==> config.mk <==
export PLATFORM = sky130hd
export DESIGN_NAME = priority_timed_slot_queue
export DESIGN_NICKNAME = d
export VERILOG_FILES = /design/src/rtl/pts_pkg.sv /design/src/rtl/pts_cell.sv /design/src/rtl/priority_timed_slot_queue.sv
export VERILOG_INCLUDE_DIRS = /design/src /design/src/rtl
export SDC_FILE = /design/constraint.sdc
export NUM_CORES = 2
export LEC_CHECK = 0
export ABC_CLOCK_PERIOD_IN_PS = 11400
export BUFFER_PORTS_ARGS = -buffer_cell sky130_fd_sc_hd__buf_2
export CAP_MARGIN = 20
export CORE_ASPECT_RATIO = 1.75
export CORE_MARGIN = 5
export CORE_UTILIZATION = 44
export DETAILED_ROUTE_END_ITERATION = 7
export GPL_TIMING_DRIVEN = 1
export PLACE_DENSITY = 0.59
export SLEW_MARGIN = 20
export SYNTH_ARGS = -nofsm -noshare
export SYNTH_HDL_FRONTEND = slang
export SYNTH_HIERARCHICAL = 1
export SYNTH_SLANG_ARGS = --single-unit
==> constraint.sdc <==
create_clock -name clock -period 11.4 [get_ports clock]
set_clock_uncertainty 0.1 [all_clocks]
set_input_delay 1.14 -clock clock [delete_from_list [all_inputs] [get_ports clock]]
set_output_delay 1.14 -clock clock [all_outputs]
set_load 0.005 [all_outputs]
==> src/rtl/priority_timed_slot_queue_macros.svh <==
// assertion macros shared by the rtl
`ifndef PRIORITY_TIMED_SLOT_QUEUE_MACROS_SVH
`define PRIORITY_TIMED_SLOT_QUEUE_MACROS_SVH

// antecedent implies consequent in the same cycle
`define PTS_ASSERT_SAME(label, clk, rst, ante, cons) \
   label: assert property (@(posedge clk) disable iff (rst) (ante) |-> (cons)) \
      else $error("assertion failed");

// antecedent implies consequent in the next cycle
`define PTS_ASSERT_NEXT(label, clk, rst, ante, cons) \
   label: assert property (@(posedge clk) disable iff (rst) (ante) |=> (cons)) \
      else $error("assertion failed");

`endif

==> src/rtl/pts_pkg.sv <==
`timescale 1ns / 1ps

package pts_pkg;

   localparam int SLOT_W = 4;
   localparam int TAG_W = 32;
   localparam int LEN_W = 8;
   localparam int TIME_W = 32;

   localparam logic [1:0] MODE_PUSH = 2'd0;
   localparam logic [1:0] MODE_PEEK = 2'd1;
   localparam logic [1:0] MODE_REMOVE = 2'd2;

   localparam logic [1:0] PART_HIGH = 2'd0;
   localparam logic [1:0] PART_MEDIUM = 2'd1;
   localparam logic [1:0] PART_LOW = 2'd2;
   localparam logic [1:0] PRIO_ALT_LOW = 2'd3;

   localparam logic [1:0] STATUS_OK = 2'd0;
   localparam logic [1:0] STATUS_TOO_LONG = 2'd1;
   localparam logic [1:0] STATUS_FULL = 2'd2;
   localparam logic [1:0] STATUS_NONE = 2'd3;

   typedef struct packed {
      logic eval;
      logic push;
      logic remove;
      logic [1:0] part;
      logic [SLOT_W-1:0] slot_index;
      logic [TAG_W-1:0] tag;
      logic [LEN_W-1:0] len;
      logic [TIME_W-1:0] release_time;
      logic [TIME_W-1:0] now_time;
   } cmd_type;

   typedef struct packed {
      logic found;
      logic [SLOT_W-1:0] slot;
      logic [TAG_W-1:0] tag;
      logic [LEN_W-1:0] len;
      logic [TIME_W-1:0] release_time;
      logic taken;
      logic [SLOT_W-1:0] push_slot;
   } chain_type;

endpackage

==> src/rtl/pts_cell.sv <==
`timescale 1ns / 1ps

module pts_cell #(
   parameter int INDEX = 0,
   parameter logic [1:0] PART = 2'd0
) (
   input  logic                clock,
   input  logic                reset,
   input  pts_pkg::cmd_type    cmd,
   input  pts_pkg::chain_type  chain_in,
   output pts_pkg::chain_type  chain_out
);
   import pts_pkg::*;

   localparam logic [SLOT_W-1:0] CELL_SLOT = SLOT_W'(INDEX);
   localparam logic IN_RANGE = (INDEX < (1 << SLOT_W));

   logic used_ff, used_in;
   logic ready_ff, ready_in;
   logic free_ff, free_in;
   logic [TAG_W-1:0] tag_ff;
   logic [LEN_W-1:0] len_ff;
   logic [TIME_W-1:0] rel_ff;
   logic [TIME_W-1:0] diff;
   logic claim;
   logic hit_remove;

   always_comb begin
      diff = cmd.now_time - rel_ff;
      ready_in = ready_ff;
      free_in = free_ff;
      if (cmd.eval) begin
         ready_in = used_ff && ((rel_ff == '0) || !diff[TIME_W-1]);
         free_in = !used_ff && (cmd.part == PART);
      end
   end

   assign claim = !chain_in.taken && free_ff;
   assign hit_remove = cmd.remove && IN_RANGE && (cmd.slot_index == CELL_SLOT);

   always_comb begin
      used_in = used_ff;
      if (cmd.push && claim) begin
         used_in = 1'b1;
      end
      if (hit_remove) begin
         used_in = 1'b0;
      end
   end

   // pass the first ready slot and the first free slot along the row
   always_comb begin
      chain_out = chain_in;
      if (!chain_in.found && ready_ff) begin
         chain_out.found = 1'b1;
         chain_out.slot = CELL_SLOT;
         chain_out.tag = tag_ff;
         chain_out.len = len_ff;
         chain_out.release_time = rel_ff;
      end
      if (claim) begin
         chain_out.taken = 1'b1;
         chain_out.push_slot = CELL_SLOT;
      end
   end

   always_ff @(posedge clock) begin
      if (reset) begin
         used_ff <= 1'b0;
         ready_ff <= 1'b0;
         free_ff <= 1'b0;
      end else begin
         used_ff <= used_in;
         ready_ff <= ready_in;
         free_ff <= free_in;
      end
   end

   always_ff @(posedge clock) begin
      if (cmd.push && claim) begin
         tag_ff <= cmd.tag;
         len_ff <= cmd.len;
         rel_ff <= cmd.release_time;
      end
   end

endmodule

==> src/rtl/priority_timed_slot_queue.sv <==
`timescale 1ns / 1ps
// Slot queue with high, medium and low partitions and per-frame release times.
// Request channel: req_valid with req_stall; a request is taken when the block
// is idle. mode 0 pushes a frame into the lowest free slot of its partition,
// mode 1 peeks the first ready slot in priority then index order, mode 2 frees
// a slot by index.
// Response channel: rsp_valid with rsp_stall; every request gives exactly one
// response, held in an output register until taken.
// A request passes through two steps: the EVAL state, in which every slot cell
// evaluates its ready and free flags in parallel, then the COMMIT state, in
// which the row of cells passes the first hit along and the winning cell is
// written. A new request is taken only back in the idle state, after the
// previous one has left COMMIT.
// A new request is taken while a response waits; if the receiver still stalls
// the previous response, the new one waits in its second step until the
// output register frees, and no slot is updated before then.
// Reset frees every slot and clears both channels' control state.

`include "priority_timed_slot_queue_macros.svh"

module priority_timed_slot_queue #(
   parameter int HIGH_SLOTS = 4,
   parameter int MEDIUM_SLOTS = 4,
   parameter int LOW_SLOTS = 8,
   parameter int MAX_PAYLOAD = 64
) (
   input  logic                            clock,
   input  logic                            reset,
   input  logic                            req_valid,
   output logic                            req_stall,
   input  logic [1:0]                      req_mode,
   input  logic [1:0]                      req_priority_req,
   input  logic [pts_pkg::TAG_W-1:0]       req_frame_tag,
   input  logic [pts_pkg::LEN_W-1:0]       req_payload_length,
   input  logic [pts_pkg::TIME_W-1:0]      req_release_time,
   input  logic [pts_pkg::TIME_W-1:0]      req_now_time,
   input  logic [pts_pkg::SLOT_W-1:0]      req_slot_index,
   output logic                            rsp_valid,
   input  logic                            rsp_stall,
   output logic [1:0]                      rsp_status,
   output logic                            rsp_found,
   output logic [pts_pkg::SLOT_W-1:0]      rsp_out_slot,
   output logic [pts_pkg::TAG_W-1:0]       rsp_out_tag,
   output logic [pts_pkg::LEN_W-1:0]       rsp_out_length,
   output logic [pts_pkg::TIME_W-1:0]      rsp_out_release
);
   import pts_pkg::*;

   localparam int TOTAL_SLOTS = HIGH_SLOTS + MEDIUM_SLOTS + LOW_SLOTS;

   localparam logic [1:0] ST_IDLE = 2'd0;
   localparam logic [1:0] ST_EVAL = 2'd1;
   localparam logic [1:0] ST_COMMIT = 2'd2;

   logic [1:0] state_ff, state_in;
   logic [1:0] mode_ff;
   logic [1:0] part_ff;
   logic [TAG_W-1:0] tag_ff;
   logic [LEN_W-1:0] len_ff;
   logic [TIME_W-1:0] rel_ff;
   logic [TIME_W-1:0] now_ff;
   logic [SLOT_W-1:0] idx_ff;

   logic rsp_valid_ff, rsp_valid_in;
   logic [1:0] status_ff, status_in;
   logic found_ff, found_in;
   logic [SLOT_W-1:0] slot_ff, slot_in;
   logic [TAG_W-1:0] out_tag_ff, out_tag_in;
   logic [LEN_W-1:0] out_len_ff, out_len_in;
   logic [TIME_W-1:0] out_rel_ff, out_rel_in;

   logic accept;
   logic out_free;
   logic finish;
   logic len_ok;
   cmd_type cmd;
   chain_type chain_w [0:TOTAL_SLOTS];

   assign accept = req_valid && !req_stall;
   assign req_stall = (state_ff != ST_IDLE);
   assign out_free = !rsp_valid_ff || !rsp_stall;
   assign finish = (state_ff == ST_COMMIT) && out_free;
   assign len_ok = (len_ff <= LEN_W'(MAX_PAYLOAD));

   always_comb begin
      cmd.eval = (state_ff == ST_EVAL);
      cmd.push = finish && (mode_ff == MODE_PUSH) && len_ok;
      cmd.remove = finish && (mode_ff == MODE_REMOVE);
      cmd.part = part_ff;
      cmd.slot_index = idx_ff;
      cmd.tag = tag_ff;
      cmd.len = len_ff;
      cmd.release_time = rel_ff;
      cmd.now_time = now_ff;
   end

   assign chain_w[0] = '0;

   for (genvar i = 0; i < TOTAL_SLOTS; i++) begin : g_cell
      localparam logic [1:0] CELL_PART = (i < HIGH_SLOTS) ? PART_HIGH :
         (i < HIGH_SLOTS + MEDIUM_SLOTS) ? PART_MEDIUM : PART_LOW;
      pts_cell #(
         .INDEX(i),
         .PART (CELL_PART)
      ) u_cell (
         .clock    (clock),
         .reset    (reset),
         .cmd      (cmd),
         .chain_in (chain_w[i]),
         .chain_out(chain_w[i+1])
      );
   end

   always_comb begin
      state_in = state_ff;
      case (state_ff)
         ST_IDLE: begin
            if (accept) begin
               state_in = ST_EVAL;
            end
         end
         ST_EVAL: begin
            state_in = ST_COMMIT;
         end
         ST_COMMIT: begin
            if (out_free) begin
               state_in = ST_IDLE;
            end
         end
         default: begin
            state_in = ST_IDLE;
         end
      endcase
   end

   always_comb begin
      rsp_valid_in = rsp_valid_ff && rsp_stall;
      status_in = status_ff;
      found_in = found_ff;
      slot_in = slot_ff;
      out_tag_in = out_tag_ff;
      out_len_in = out_len_ff;
      out_rel_in = out_rel_ff;
      if (finish) begin
         rsp_valid_in = 1'b1;
         status_in = STATUS_OK;
         found_in = 1'b0;
         slot_in = '0;
         out_tag_in = '0;
         out_len_in = '0;
         out_rel_in = '0;
         case (mode_ff)
            MODE_PUSH: begin
               if (!len_ok) begin
                  status_in = STATUS_TOO_LONG;
               end else if (chain_w[TOTAL_SLOTS].taken) begin
                  slot_in = chain_w[TOTAL_SLOTS].push_slot;
               end else begin
                  status_in = STATUS_FULL;
               end
            end
            MODE_PEEK: begin
               if (chain_w[TOTAL_SLOTS].found) begin
                  found_in = 1'b1;
                  slot_in = chain_w[TOTAL_SLOTS].slot;
                  out_tag_in = chain_w[TOTAL_SLOTS].tag;
                  out_len_in = chain_w[TOTAL_SLOTS].len;
                  out_rel_in = chain_w[TOTAL_SLOTS].release_time;
               end else begin
                  status_in = STATUS_NONE;
               end
            end
            default: begin
               status_in = STATUS_OK;
            end
         endcase
      end
   end

   always_ff @(posedge clock) begin
      if (reset) begin
         state_ff <= ST_IDLE;
         rsp_valid_ff <= 1'b0;
      end else begin
         state_ff <= state_in;
         rsp_valid_ff <= rsp_valid_in;
      end
   end

   always_ff @(posedge clock) begin
      if (accept) begin
         mode_ff <= req_mode;
         part_ff <= (req_priority_req == PRIO_ALT_LOW) ? PART_LOW : req_priority_req;
         tag_ff <= req_frame_tag;
         len_ff <= req_payload_length;
         rel_ff <= req_release_time;
         now_ff <= req_now_time;
         idx_ff <= req_slot_index;
      end
      status_ff <= status_in;
      found_ff <= found_in;
      slot_ff <= slot_in;
      out_tag_ff <= out_tag_in;
      out_len_ff <= out_len_in;
      out_rel_ff <= out_rel_in;
   end

   assign rsp_valid = rsp_valid_ff;
   assign rsp_status = status_ff;
   assign rsp_found = found_ff;
   assign rsp_out_slot = slot_ff;
   assign rsp_out_tag = out_tag_ff;
   assign rsp_out_length = out_len_ff;
   assign rsp_out_release = out_rel_ff;

   `PTS_ASSERT_NEXT(a_accept_eval, clock, reset, accept, state_ff == ST_EVAL)
   `PTS_ASSERT_NEXT(a_eval_commit, clock, reset, state_ff == ST_EVAL, state_ff == ST_COMMIT)
   `PTS_ASSERT_SAME(a_rsp_from_commit, clock, reset, $rose(rsp_valid_ff), $past(finish))
   `PTS_ASSERT_SAME(a_found_ok, clock, reset, rsp_valid_ff && found_ff, status_ff == STATUS_OK)

endmodule
==> impl_metrics.toml <==
[outcome]
outcome = "finished clean"

[die]
die_area_mm2 = 0.1714
rows = 196
die_w_um = 315.1
chipHeight_um = 544.0
start_util = 0.4409
ios = 197
core_mm2 = 0.1626

[critical_path]
crit_path_max_fanout = 56
reg2regPathDepth = 19
r2r_slack_ps = 3620
worstSetupStartpoint = "g_cell[0].u_cell/ready_ff"
path_class = "reg -> reg"
start_kind = "flop"
r2r_start = "g_cell[0].u_cell/ready_ff"
critPathCaptureType = "flop"
reg2reg_to = "rsp_out_tag[22]"
worstPathRequired_ps = 11840
critPathArrivalTime_ps = 8210

[logic_synthesis]
ys_seq_area_frac = 0.5768
synth_compound_area_frac = 0.03902
synth_mux_area_frac = 0.1832
synth.distinct_cells = 43
synthCells = 5172
synth_area_leader_cell = "edfxtp_1"
synthFlopType = "edfxtp_1"
synth_top_area_share = 0.5625
synthArstFlopShare = 0
synth-edff-count = 1343
synth-seq-cells = 1394
synth_area_mm2 = 0.07169
synth_area_per_cell_um2 = 13.86
netlist_top_cells_area = "edfxtp_1 (56%), mux2_2 (18%), ha_1 (8.4%)"
synth_top_family_by_area = "multiplexers"
synthAdderAreaFrac = 0.08377
synth-xor-area-share = 0.001955
yosys_warnings = 6
synthSimpleGateAreaFrac = 0.07843

[routing]
drc = 0
ant_nets = 0
drt-initial-drc-count = 2593
finalWirelength_um = 208600
detail_route.wl_per_cell_um = 26.66
vias = 43630
dr.pass1.iters = 8
viasPerCell = 5.577

[sta]
period_share = 0.6821
finalHoldViolations = 0
setup_tns_ps = 0
max_slew_margin = 0.2096
max_freq_mhz = 128.6
drv_slew = 0
rsz0062_at_grt = "false"
period_needed_ps = 7776
worstMarginPinSlew_ps = 1186
fin_ws_ps = 3624
setup_violations = 0

[place]
dp_hpwl_um = 141900
placed_cell_area_mm2 = 0.07588
place_ws_ps = 3577
routabilityCongestion = 0.8813
port-buffer-count = 196

[job]
maxCapViolations = 0

[clock_network]
cts_setup_buffers = 0
holdBufCountCts = 0
cts.htree.levels = 4
cts-resized-gates = 0
cts_buffers = 146
cts_tree = "yes"
clock_latency_ps = 790
clockRootBuffer = "clkbuf_16"
clkSlewWorstSetupHoldPaths_ps = 60
clk_path_buf_depth = 4
cts.sinks = 1394

[pwr]
power_density_mw_per_mm2 = 136.6
p_leak_uw = 0.02920
ir_worst_vdd_mv = 0.1490

[min_path]
hold_end = "g_cell[9].u_cell/free_ff"
holdPathStages = 2
hp-class = "reg -> reg"
worstHoldStart = "g_cell[9].u_cell/free_ff"

[final_layout]
nets = 6140
area_delta_synth_final_pct = 12.09
fillers = 14190
layout-drive-gt1-share = 0.3163
final_area_mm2 = 0.08036

[global_route]
grt_pass1_vias = 45400
grt_pass1_wl_um = 300200
grt_max_degree = 78
antenna_found_initial = 2
track_usage = 0.2384
grt_overflow = 0
## layer usage
layer | wire length (um) | part of all wire | track usage | up-vias
met5 | 0 | 0 | 0 | -
met4 | 12290 | 0.059 | 0.1179 | 0
met3 | 7425 | 0.036 | 0.02616 | 487
met2 | 112900 | 0.54 | 0.4575 | 1102
met1 | 75960 | 0.36 | 0.2576 | 21970
li1 | - | - | - | 20070
## cell type report
type	count	area (um2)	share of cell area
Antenna cell	2	5.005	0.00006228
Clock buffer	186	3973	0.04944
Tap cell	2178	2725	0.03391
Clock inverter	61	415.4	0.005169
Inverter	514	1932	0.02404
Multi-Input combinational cell	3210	28290	0.3520
Timing Repair Buffer	278	1669	0.02077
Sequential cell	1394	41350	0.5146
## cell families after synthesis
logic type	after synthesis
DFF	1394
AOI/OAI and AO/OA	490
muxes	1168
buffers and inverters	651
and+or+nand+nor	972
adders and majority gates	480
other	1
xor gates and xnor gates	16
## worst max-delay path: stages, from the launching register on
cell and delay [ps]:
dfxtp_1 320, or2_2 330, or2_2 320, or2_2 320, or2_2 320, or2_2 330
or2_2 320, or2_2 340, or2_2 340, or2_2 340, or2_2 340, or2_2 360
or2_2 330, or2_2 320, or2_2 310, or2_2 310, nor2b_4 630, buf_4 930
mux2_2 420, and2_1 140
## synth_stat cells (19+ instances only)
master / instances
edfxtp_1: 1343
mux2_2: 1152
inv_1: 514
ha_1: 480
a21oi_1: 258
nand2_1: 185
buf_2: 128
nand4_1: 120
nor4_1: 114
and2_1: 104
nor2_1: 103
o21ai_0: 92
nor2b_1: 86
nand2b_1: 65
or2_2: 65
dfxtp_1: 51
nor4_2: 33
o21ai_1: 30
nor3_1: 26
a211oi_1: 21
nand3_1: 19
## state kept, by name, summed over array words and instances, names as in the netlist, 16 cells and up
| register | cells |
|---|---|
| g_cell.u_cell/ready_ff | 16 |
| g_cell.u_cell/used_ff | 16 |
| rel_ff | 32 |
| g_cell.u_cell/rel_ff | 512 |
| tag_ff | 32 |
| g_cell.u_cell/free_ff | 16 |
| rsp_out_tag | 32 |
| g_cell.u_cell/tag_ff | 512 |
| g_cell.u_cell/len_ff | 128 |
| now_ff | 32 |
| rsp_out_release | 32 |
## through the flow
stage | instances | util | total power (uW) | hold slack (ps)
global route | 7822 | 0.4942 | 11360 | 384.0
CTS | 7818 | 0.4937 | 11110 | 364.8
detailed placement | 7571 | 0.4667 | 6554 | 403.1
floorplan | 5255 | - | 6274 | 360.5
global placement | 7570 | 0.4665 | 6539 | 393.9
finish | 7823 | 0.4942 | 10980 | 416.0
## where the power goes
group          internal, uW  total, uW  switching, uW
clock                  2550       4530           1980
combinational           322        644            322
sequential             5670       5800            131
## layout by cell type (no fill, tap or decap), types with 17 or more instances in the layout
cell,count
a21oi_1,258
clkbuf_1,31
buf_2,196
and2_1,104
clkbuf_16,153
nand3_1,19
nor4_1,113
nand2b_1,65
conb_1,84
inv_1,513
mux2_2,1152
nor2b_4,17
nand4_1,120
nor3_1,26
ha_1,480
clkinv_1,29
dfxtp_1,51
a211oi_1,21
nor2b_1,69
nor2_1,86
nor4_2,34
or2_2,65
o21ai_0,92
nand2_1,185
edfxtp_1,1343
buf_4,78
o21ai_1,30
nor2_4,17
## worst max path at each step
| stage | slack [ps] | endpoint | depth (start not counted) |
|---|---|---|---|
| floorplan | 3200 | g_cell[15].u_cell/len_ff[0] | 17 |
| global placement | 3630 | rsp_out_tag[25] | 19 |
| detailed placement | 3580 | rsp_out_tag[27] | 19 |
| CTS | 3590 | rsp_out_tag[29] | 19 |
| global route | 3430 | rsp_out_tag[18] | 19 |
| finish | 3620 | rsp_out_tag[22] | 19 |
No activity file was read; power rests on OpenSTA's default activity.
